===== src/tpgcm_pkg.sv =====
// ----------------------------------------------------------------------------
// tpgcm_pkg
// Shared widths, types and constants of the three-point gradient color map.
// ----------------------------------------------------------------------------
package tpgcm_pkg;

   localparam int SAMPLE_WIDTH  = 16;
   localparam int FRACTION_BITS = 16;
   localparam int DIFF_WIDTH    = SAMPLE_WIDTH + 1;
   localparam int CHAN_WIDTH    = FRACTION_BITS + 1;
   localparam int DIV_STAGES    = FRACTION_BITS;
   localparam int COLOR_WIDTH   = 16;
   localparam int ADDR_WIDTH    = 4;
   localparam int DATA_WIDTH    = 32;

   typedef logic signed [SAMPLE_WIDTH-1:0] sample_type;
   typedef logic [DIFF_WIDTH-1:0]          diff_type;
   typedef logic [FRACTION_BITS-1:0]       fraction_type;
   typedef logic [CHAN_WIDTH-1:0]          chan_type;
   typedef logic [COLOR_WIDTH-1:0]         color_type;
   typedef logic [1:0]                     reg_index_type;

   localparam reg_index_type REG_MIN    = 2'd0;
   localparam reg_index_type REG_TARGET = 2'd1;
   localparam reg_index_type REG_MAX    = 2'd2;

   localparam sample_type MIN_RESET    = sample_type'(960);
   localparam sample_type TARGET_RESET = sample_type'(1440);
   localparam sample_type MAX_RESET    = sample_type'(1760);

   localparam color_type COLOR_RED   = 16'hF800;
   localparam color_type COLOR_BLUE  = 16'h001F;
   localparam color_type COLOR_WHITE = 16'hFFFF;

   localparam fraction_type FRACTION_HALF = fraction_type'(1) << (FRACTION_BITS - 1);
   localparam chan_type     CHAN_ONE      = chan_type'(1) << FRACTION_BITS;

   // Side information that travels with a sample through the divider
   typedef struct packed {
      logic      fixed;
      color_type fixed_color;
      logic      below;
   } tag_type;

endpackage


===== src/tpgcm_if.sv =====
// ----------------------------------------------------------------------------
// tpgcm channel interfaces
// Valid/ready channels for samples in and colors out.
// ----------------------------------------------------------------------------
interface tpgcm_req_if;
   logic                  valid;
   logic                  ready;
   tpgcm_pkg::sample_type sample;

   modport source (output valid, output sample, input ready);
   modport sink   (input valid, input sample, output ready);
endinterface

interface tpgcm_rsp_if;
   logic                 valid;
   logic                 ready;
   tpgcm_pkg::color_type color;

   modport source (output valid, output color, input ready);
   modport sink   (input valid, input color, output ready);
endinterface


===== src/tpgcm_divider.sv =====
// ----------------------------------------------------------------------------
// tpgcm_divider
// Pipelined restoring divider: one quotient bit per stage, remainder < divisor.
// ----------------------------------------------------------------------------
module tpgcm_divider (
   input  logic                   clock,
   input  logic                   reset,
   input  logic                   advance,
   input  logic                   in_valid,
   input  tpgcm_pkg::tag_type     in_tag,
   input  tpgcm_pkg::diff_type    in_rem,
   input  tpgcm_pkg::diff_type    in_den,
   output logic                   out_valid,
   output tpgcm_pkg::tag_type     out_tag,
   output tpgcm_pkg::fraction_type out_quot
);

   logic [tpgcm_pkg::DIV_STAGES-1:0] valid_ff;
   tpgcm_pkg::tag_type      tag_ff  [tpgcm_pkg::DIV_STAGES];
   tpgcm_pkg::diff_type     rem_ff  [tpgcm_pkg::DIV_STAGES];
   tpgcm_pkg::diff_type     den_ff  [tpgcm_pkg::DIV_STAGES];
   tpgcm_pkg::fraction_type quot_ff [tpgcm_pkg::DIV_STAGES];

   for (genvar k = 0; k < tpgcm_pkg::DIV_STAGES; k++) begin : g_stage
      logic                    prev_valid;
      tpgcm_pkg::tag_type      prev_tag;
      tpgcm_pkg::diff_type     prev_rem;
      tpgcm_pkg::diff_type     prev_den;
      tpgcm_pkg::fraction_type prev_quot;
      logic [tpgcm_pkg::DIFF_WIDTH:0] shifted;
      logic [tpgcm_pkg::DIFF_WIDTH:0] trial;
      logic                    take;
      tpgcm_pkg::diff_type     rem_in;
      tpgcm_pkg::fraction_type quot_in;

      if (k == 0) begin : g_first
         assign prev_valid = in_valid;
         assign prev_tag   = in_tag;
         assign prev_rem   = in_rem;
         assign prev_den   = in_den;
         assign prev_quot  = '0;
      end else begin : g_next
         assign prev_valid = valid_ff[k-1];
         assign prev_tag   = tag_ff[k-1];
         assign prev_rem   = rem_ff[k-1];
         assign prev_den   = den_ff[k-1];
         assign prev_quot  = quot_ff[k-1];
      end

      // no borrow out of the trial subtract means the bit is one
      assign shifted = {prev_rem, 1'b0};
      assign trial   = shifted - {1'b0, prev_den};
      assign take    = !trial[tpgcm_pkg::DIFF_WIDTH];
      assign rem_in  = take ? trial[tpgcm_pkg::DIFF_WIDTH-1:0]
                            : shifted[tpgcm_pkg::DIFF_WIDTH-1:0];
      assign quot_in = {prev_quot[tpgcm_pkg::FRACTION_BITS-2:0], take};

      always_ff @(posedge clock) begin
         if (reset) begin
            valid_ff[k] <= 1'b0;
         end else if (advance) begin
            valid_ff[k] <= prev_valid;
         end
      end

      always_ff @(posedge clock) begin
         if (advance) begin
            tag_ff[k]  <= prev_tag;
            rem_ff[k]  <= rem_in;
            den_ff[k]  <= prev_den;
            quot_ff[k] <= quot_in;
         end
      end
   end

   assign out_valid = valid_ff[tpgcm_pkg::DIV_STAGES-1];
   assign out_tag   = tag_ff[tpgcm_pkg::DIV_STAGES-1];
   assign out_quot  = quot_ff[tpgcm_pkg::DIV_STAGES-1];

endmodule


===== src/three_point_gradient_color_map_unit.sv =====
// ----------------------------------------------------------------------------
// three_point_gradient_color_map_unit
// Maps a signed Q12.4 sample to an RGB565 blue-green-red gradient color.
// ----------------------------------------------------------------------------
// Accepts one sample per clock while rsp_chan is not stalled and passes it
// through one input register, a 16-stage divider pipeline that resolves one
// fraction bit per stage, and one output register. The whole pipeline holds
// while a finished color waits on rsp_chan. The three levels are written over
// the APB port at byte addresses 0, 4 and 8 (min, target, max) and should only
// change while no sample is in flight.
module three_point_gradient_color_map_unit (
   input  logic                             clock,
   input  logic                             reset,
   tpgcm_req_if.sink                        req_chan,
   tpgcm_rsp_if.source                      rsp_chan,
   input  logic                             psel,
   input  logic                             penable,
   input  logic                             pwrite,
   input  logic [tpgcm_pkg::ADDR_WIDTH-1:0] paddr,
   input  logic [tpgcm_pkg::DATA_WIDTH-1:0] pwdata,
   output logic [tpgcm_pkg::DATA_WIDTH-1:0] prdata,
   output logic                             pready
);

   tpgcm_pkg::sample_type    min_ff, target_ff, max_ff;
   tpgcm_pkg::sample_type    min_in, target_in, max_in;
   tpgcm_pkg::reg_index_type reg_index;
   logic                     cfg_write;

   logic                     advance;

   tpgcm_pkg::sample_type    sample;
   logic                     at_max, at_min, bad_levels, below;
   tpgcm_pkg::diff_type      num_in, den_in;
   tpgcm_pkg::tag_type       tag_in;

   logic                     s0_valid_ff;
   tpgcm_pkg::tag_type       s0_tag_ff;
   tpgcm_pkg::diff_type      s0_rem_ff, s0_den_ff;

   logic                     div_valid;
   tpgcm_pkg::tag_type       div_tag;
   tpgcm_pkg::fraction_type  div_quot;

   tpgcm_pkg::chan_type      twice, falling;
   tpgcm_pkg::chan_type      red_c, green_c, blue_c;
   tpgcm_pkg::color_type     color_in;

   logic                     rsp_valid_ff;
   tpgcm_pkg::color_type     rsp_color_ff;

   function automatic logic [4:0] scale31(input tpgcm_pkg::chan_type c);
      logic [tpgcm_pkg::CHAN_WIDTH+4:0] p;
      p = (tpgcm_pkg::CHAN_WIDTH+5)'(c) * (tpgcm_pkg::CHAN_WIDTH+5)'(31);
      return p[tpgcm_pkg::FRACTION_BITS+4:tpgcm_pkg::FRACTION_BITS];
   endfunction

   function automatic logic [5:0] scale63(input tpgcm_pkg::chan_type c);
      logic [tpgcm_pkg::CHAN_WIDTH+5:0] p;
      p = (tpgcm_pkg::CHAN_WIDTH+6)'(c) * (tpgcm_pkg::CHAN_WIDTH+6)'(63);
      return p[tpgcm_pkg::FRACTION_BITS+5:tpgcm_pkg::FRACTION_BITS];
   endfunction

   // ---------------- configuration registers ----------------
   assign pready    = 1'b1;
   assign reg_index = paddr[3:2];
   assign cfg_write = psel && penable && pwrite;

   always_comb begin
      min_in    = min_ff;
      target_in = target_ff;
      max_in    = max_ff;
      if (cfg_write) begin
         unique case (reg_index)
            tpgcm_pkg::REG_MIN:    min_in    = pwdata[tpgcm_pkg::SAMPLE_WIDTH-1:0];
            tpgcm_pkg::REG_TARGET: target_in = pwdata[tpgcm_pkg::SAMPLE_WIDTH-1:0];
            tpgcm_pkg::REG_MAX:    max_in    = pwdata[tpgcm_pkg::SAMPLE_WIDTH-1:0];
            default: ;
         endcase
      end
   end

   always_ff @(posedge clock) begin
      if (reset) begin
         min_ff    <= tpgcm_pkg::MIN_RESET;
         target_ff <= tpgcm_pkg::TARGET_RESET;
         max_ff    <= tpgcm_pkg::MAX_RESET;
      end else begin
         min_ff    <= min_in;
         target_ff <= target_in;
         max_ff    <= max_in;
      end
   end

   always_comb begin
      unique case (reg_index)
         tpgcm_pkg::REG_MIN:
            prdata = (tpgcm_pkg::DATA_WIDTH)'(unsigned'(min_ff));
         tpgcm_pkg::REG_TARGET:
            prdata = (tpgcm_pkg::DATA_WIDTH)'(unsigned'(target_ff));
         tpgcm_pkg::REG_MAX:
            prdata = (tpgcm_pkg::DATA_WIDTH)'(unsigned'(max_ff));
         default:
            prdata = '0;
      endcase
   end

   // ---------------- pipeline control ----------------
   // hold every stage while a finished color is not taken
   assign advance        = !rsp_valid_ff || rsp_chan.ready;
   assign req_chan.ready = advance;

   // ---------------- classify and set up the division ----------------
   assign sample     = req_chan.sample;
   assign at_max     = sample >= max_ff;
   assign at_min     = sample <= min_ff;
   assign bad_levels = (target_ff <= min_ff) || (max_ff <= target_ff);
   assign below      = sample < target_ff;

   always_comb begin
      if (below) begin
         num_in = tpgcm_pkg::diff_type'((tpgcm_pkg::DIFF_WIDTH)'(sample)
                                      - (tpgcm_pkg::DIFF_WIDTH)'(min_ff));
         den_in = tpgcm_pkg::diff_type'((tpgcm_pkg::DIFF_WIDTH)'(target_ff)
                                      - (tpgcm_pkg::DIFF_WIDTH)'(min_ff));
      end else begin
         num_in = tpgcm_pkg::diff_type'((tpgcm_pkg::DIFF_WIDTH)'(sample)
                                      - (tpgcm_pkg::DIFF_WIDTH)'(target_ff));
         den_in = tpgcm_pkg::diff_type'((tpgcm_pkg::DIFF_WIDTH)'(max_ff)
                                      - (tpgcm_pkg::DIFF_WIDTH)'(target_ff));
      end
   end

   always_comb begin
      tag_in.fixed = at_max || at_min || bad_levels;
      tag_in.below = below;
      priority if (at_max) begin
         tag_in.fixed_color = tpgcm_pkg::COLOR_RED;
      end else if (at_min) begin
         tag_in.fixed_color = tpgcm_pkg::COLOR_BLUE;
      end else begin
         tag_in.fixed_color = tpgcm_pkg::COLOR_WHITE;
      end
   end

   always_ff @(posedge clock) begin
      if (reset) begin
         s0_valid_ff <= 1'b0;
      end else if (advance) begin
         s0_valid_ff <= req_chan.valid;
      end
   end

   always_ff @(posedge clock) begin
      if (advance) begin
         s0_tag_ff <= tag_in;
         s0_rem_ff <= num_in;
         s0_den_ff <= den_in;
      end
   end

   tpgcm_divider u_divider (
      .clock     (clock),
      .reset     (reset),
      .advance   (advance),
      .in_valid  (s0_valid_ff),
      .in_tag    (s0_tag_ff),
      .in_rem    (s0_rem_ff),
      .in_den    (s0_den_ff),
      .out_valid (div_valid),
      .out_tag   (div_tag),
      .out_quot  (div_quot)
   );

   // ---------------- gradient and channel scaling ----------------
   assign twice   = {div_quot, 1'b0};
   assign falling = tpgcm_pkg::chan_type'(0) - twice;

   always_comb begin
      red_c   = '0;
      green_c = '0;
      blue_c  = '0;
      if (div_tag.below) begin
         if (div_quot <= tpgcm_pkg::FRACTION_HALF) begin
            blue_c  = tpgcm_pkg::CHAN_ONE;
            green_c = twice;
         end else begin
            green_c = tpgcm_pkg::CHAN_ONE;
            blue_c  = falling;
         end
      end else begin
         if (div_quot <= tpgcm_pkg::FRACTION_HALF) begin
            green_c = tpgcm_pkg::CHAN_ONE;
            red_c   = twice;
         end else begin
            red_c   = tpgcm_pkg::CHAN_ONE;
            green_c = falling;
         end
      end
   end

   assign color_in = div_tag.fixed ? div_tag.fixed_color
                                   : {scale31(red_c), scale63(green_c), scale31(blue_c)};

   always_ff @(posedge clock) begin
      if (reset) begin
         rsp_valid_ff <= 1'b0;
      end else if (advance) begin
         rsp_valid_ff <= div_valid;
      end
   end

   always_ff @(posedge clock) begin
      if (advance) begin
         rsp_color_ff <= color_in;
      end
   end

   assign rsp_chan.valid = rsp_valid_ff;
   assign rsp_chan.color = rsp_color_ff;

endmodule

===== src/flat_wrapper.sv =====
// flat-port wrapper written by rule: the top's interface ports become plain ports
module three_point_gradient_color_map_unit_flat 
  (clock, reset, psel, penable, pwrite, paddr, pwdata, prdata, pready, req_chan_valid, req_chan_sample, req_chan_ready, rsp_chan_valid, rsp_chan_color, rsp_chan_ready);
  tpgcm_req_if req_chan_i ();
  tpgcm_rsp_if rsp_chan_i ();
  input  logic clock;
  input  logic reset;
  input  logic psel;
  input  logic penable;
  input  logic pwrite;
  input  logic [tpgcm_pkg::ADDR_WIDTH-1:0] paddr;
  input  logic [tpgcm_pkg::DATA_WIDTH-1:0] pwdata;
  output logic [tpgcm_pkg::DATA_WIDTH-1:0] prdata;
  output logic pready;
  input wire logic [$bits(req_chan_i.valid)-1:0] req_chan_valid;
  input wire logic [$bits(req_chan_i.sample)-1:0] req_chan_sample;
  output wire logic [$bits(req_chan_i.ready)-1:0] req_chan_ready;
  output wire logic [$bits(rsp_chan_i.valid)-1:0] rsp_chan_valid;
  output wire logic [$bits(rsp_chan_i.color)-1:0] rsp_chan_color;
  input wire logic [$bits(rsp_chan_i.ready)-1:0] rsp_chan_ready;
  assign req_chan_i.valid = req_chan_valid;
  assign req_chan_i.sample = req_chan_sample;
  assign req_chan_ready = req_chan_i.ready;
  assign rsp_chan_valid = rsp_chan_i.valid;
  assign rsp_chan_color = rsp_chan_i.color;
  assign rsp_chan_i.ready = rsp_chan_ready;
  three_point_gradient_color_map_unit u_core (.clock(clock), .reset(reset), .req_chan(req_chan_i), .rsp_chan(rsp_chan_i), .psel(psel), .penable(penable), .pwrite(pwrite), .paddr(paddr), .pwdata(pwdata), .prdata(prdata), .pready(pready));
endmodule

===== config.mk =====
export PLATFORM = sky130hd
export DESIGN_NAME = three_point_gradient_color_map_unit_flat
export DESIGN_NICKNAME = d
export VERILOG_FILES = /design/src/tpgcm_pkg.sv /design/src/tpgcm_if.sv /design/src/tpgcm_divider.sv /design/src/three_point_gradient_color_map_unit.sv /design/src/flat_wrapper.sv
export SDC_FILE = /design/constraint.sdc
export NUM_CORES = 2
export LEC_CHECK = 0
export BUFFER_PORTS_ARGS = -buffer_cell sky130_fd_sc_hd__buf_2
export CORE_MARGIN = 2
export CORE_UTILIZATION = 44
export CTS_BUF_LIST = sky130_fd_sc_hd__clkbuf_8
export DETAILED_ROUTE_END_ITERATION = 10
export GPL_ROUTABILITY_DRIVEN = 0
export PLACE_DENSITY = 0.61
export SLEW_MARGIN = 20
export SYNTH_ARGS = -nofsm -noshare
export SYNTH_HDL_FRONTEND = slang
export SYNTH_HIERARCHICAL = 1
export SYNTH_SLANG_ARGS = --single-unit

===== constraint.sdc =====
create_clock -name clock -period 52 [get_ports clock]
set_input_delay 10.4 -clock clock [delete_from_list [all_inputs] [get_ports clock]]
set_output_delay 10.4 -clock clock [all_outputs]
set_load 0.005 [all_outputs]

==> results.md <==
* Achievable Freq at 0.04541 GHz
* CTS hold repair buffers at 0
* Summed negative setup slack over all endpoints at 0 ns
* Portion of the clock cycle consumed by the worst path in the final layout at 42.35%
* Number of I/O port buffers at 74
* Type of element launching the critical path: input port
* Number of antenna violations at the first check in global routing at 1
* Number of filler cells placed in the layout at 12080
* Number of iterations in the first detailed-routing pass at 5
* Post-layout net count at 5796
* Per-cell routed wire length at 15.74 µm
* Number of synthesized register bits at 1055
* Setup ws final at 29.98 ns
* Hold Crit Start: u_core/u_divider/tag_ff[1][54]$_DFFE_PP_
* Cell internal power dissipation at 0.002667 W
* Clock transition at path regs at 0.06 ns
* Ports at 110
* Share of cells above drive strength 1 at 10.96%
* Clock buffers created by TritonCTS at 177
* Overall track demand over capacity in global routing at 16.27%
* Number of warnings printed during yosys synthesis at 6
* Endpoint of the lowest-slack register-to-register path: u_core/rsp_chan.color[8]$_DFFE_PP_
* Routed vias at 37360
* Resized Gates After CTS at 0
* Pin count of the biggest net entering global routing at 199
* Register area share after synthesis at 51.91%
* Worst EP arrival at 11.62 ns
* Clock Latency Late Sink at 0.89 ns
* Post-layout min period at 22.02 ns
* Starting DRT DRC Count at 1842
* Setup clock skew after layout at 0.03885 ns
* Htree depth at 4
* Worst slack, placed at 29.99 ns
* Clock tree from TritonCTS: built
* Max cap viols at 0
* IR drop worst, VDD at 0.06339 mV
* Vias in the first global route at 38360
* Area Overhead vs Synth at 9.059%
* Power per cell area at 67.22 nW/µm²
* Area enclosed by the die boundary at 138800 µm²
* Outcome: complete, no violations
* Maximum fanout along the worst path at 22
* Sequential share of power at 31.4%
* Clock network fraction of design power at 15.4%
* Final setup violation count at 0
* Number of hold violations in the final report at 0
* Post-Syn Area at 59750 µm²
* Combinational power share at 53.2%
* Number of instances on the worst hold path at 0
* Pin slew with the least headroom to its limit at 1.088 ns
* Leakage power at 26.98 nW
* Initial core utilization at 44.22%
* Max-slew violation count at 0
* Number of cells on the worst reg-to-reg path at 19
* Number of clock sinks seen by CTS at 1055
* Height of the die at 372.5 µm
* Number of synthesized flops with an enable pin at 989
* DIE WIDTH at 372.5 µm
* Buffer cell driving the clock tree root: clkbuf_8
* Required time at the worst-slack endpoint at 41.60 ns
* Post-route DRC at 0
* Setup CP Type: input port to primary output
* Number of distinct library cell variants in the gate-level netlist after synthesis at 90
* Net load switching power at 0.001713 W
* Worst hold endpoint: u_core/u_divider/tag_ff[1][72]$_DFFE_PP_
* Max-Slew Margin vs Limit at 27.23%
* First-pass GRT wire length at 184.1 mm
* Worst min path class: flop to flop
* Synthesized area per cell at 11.82 µm²
* Switching share of total power at 39.12%
* Setup bufs post-CTS at 0
* Remaining number of nets flagged by the antenna check after routing at 0
* Element type at the critical path end: primary output
* Post-Synthesis Cells at 5054
* Worst reg2reg path startpoint: u_core/u_divider/quot_ff[1][116]$_DFFE_PP_
* Synth async-reset ratio at 0%
* Post-detailed-placement half-perimeter wirelength at 82.70 mm
* Commonest register cell after synthesis: edfxtp_1
* Vias per cell at 5.251
* Core Footprint at 135100 µm²
* Number of placement rows at 135
* Unrepaired setup endpoints after global routing: no
* Buffer levels on the longest clock path at 3
* Routed wire length at 112.0 mm
* R2R Setup Slk at 45.20 ns
* Total grt overflow at 0
## metrics by stage
stage               util (%)  hold WS, ns  cell area (µm²)  total power [W]  cells
finish                 48.22       0.3947            65170         0.004381   7114
global route           48.22       0.3913            65160         0.004781   7112
CTS                    48.16       0.3828            65080         0.004430   7106
detailed placement     45.75       0.4045            61820         0.003721   6787
global placement       45.75       0.4001            61820         0.003668   6787
floorplan                  -       0.4003            59810         0.003241   5069
## power groups by stage
stage	clock, W	sequential (W)	combinational, W
2_1_floorplan	0	0.00133	0.00191
3_3_place_gp	0	0.00139	0.00228
3_5_place_dp	0	0.00139	0.00233
4_1_cts	0.000705	0.00138	0.00235
5_1_grt	0.000738	0.00140	0.00264
6_report	0.000675	0.00138	0.00233
## routing by layer
| metal | wire length [µm] | up-vias | global-route usage (%) |
|---|---|---|---|
| met2 | 59450 | 704 | 30.93 |
| met3 | 4245 | 288 | 2.996 |
| li1 | - | 18500 | - |
| met4 | 4270 | 0 | 7.522 |
| met5 | 0 | - | 0 |
| met1 | 44030 | 17860 | 17.23 |
## registers in the layout, summed over array words and instances (netlist names)
signal	cells
u_core/max_ff	16
u_core/min_ff	16
u_core/rsp_chan.color	16
u_core/rsp_chan.valid	1
u_core/s0_den_ff	17
u_core/s0_rem_ff	17
u_core/s0_tag_ff	5
u_core/s0_valid_ff	1
u_core/target_ff	16
u_core/u_divider/den_ff	255
u_core/u_divider/g_stage.prev_valid	15
u_core/u_divider/out_valid	1
u_core/u_divider/quot_ff	136
u_core/u_divider/rem_ff	255
u_core/u_divider/tag_ff	288
## placed cells by master (no fill, tap or decap), types with 86 or more instances in the layout
cell type and instances:
a21o_1 113, a21oi_1 333, clkbuf_8 182, edfxtp_1 989, fa_1 123, ha_1 424, inv_1 704, mux2_2 198
nand2_1 289, nor2_1 246, nor2b_1 95, o21a_1 86, o21ai_0 224, xnor2_1 161, xor2_1 98
## kinds of logic (layout without fill, tap and decap cells)
| family | count (synthesis) | after routing | share of synthesized area [%] |
|---|---|---|---|
| multiplexers | 298 | 298 | 5.562 |
| XOR/XNOR | 260 | 260 | 3.842 |
| flip-flops | 1055 | 1055 | 51.91 |
| adder cells (fa/ha/maj) | 548 | 548 | 13.02 |
| AO/OA/AOI/OAI | 1073 | 1073 | 11.82 |
| other | 2 | 20 | 0.01257 |
| AND/OR/NAND/NOR | 1027 | 1027 | 8.539 |
| buffers and inverters | 791 | 1052 | 5.289 |
## synthesized netlist by cell type (66+ instances only)
cell,instances,area share [%]
dfxtp_1,66,2.2
a21o_1,113,1.4
xnor2_1,161,2.4
o21a_1,86,1.1
a21oi_1,333,2.8
clkbuf_1,90,0.57
ha_1,424,8.9
fa_1,123,4.1
nand2_1,289,1.8
edfxtp_1,989,50
nor2b_1,95,0.99
inv_1,637,4.0
mux2i_1,68,1.1
nand3_1,76,0.64
mux2_2,198,3.7
nor2_1,246,1.5
nor3_1,69,0.58
xor2_1,98,1.4
o21ai_0,224,1.9
## critical path, stage by stage
cell and delay (ns):
buf_2 0.50, nor2b_1 0.10, buf_4 0.23, nand2_1 0.09, o21ai_0 0.13, buf_2 0.17
## final cells by class
| class | instances | area, µm² | area share (%) |
|---|---|---|---|
| Inverter | 637 | 2391 | 3.669 |
| Clock buffer | 182 | 2505 | 3.844 |
| Antenna cell | 3 | 7.507 | 0.01152 |
| Multi-Input combinational cell | 3223 | 25650 | 39.36 |
| Sequential cell | 1055 | 31020 | 47.60 |
| Tap cell | 1781 | 2228 | 3.420 |
| Timing Repair Buffer | 96 | 611.8 | 0.9389 |
| Clock inverter | 137 | 755.7 | 1.160 |
## how the worst max path moves through the flow
stage / startpoint / cells past startpoint / to
after floorplan: rsp_chan_ready / 1 / req_chan_ready
after global placement: paddr[2] / 6 / prdata[7]
after detailed placement: paddr[2] / 6 / prdata[7]
after CTS: paddr[2] / 6 / prdata[7]
after global routing: paddr[2] / 6 / prdata[7]
final: paddr[2] / 6 / prdata[7]
No activity file was read; power rests on OpenSTA's default activity.
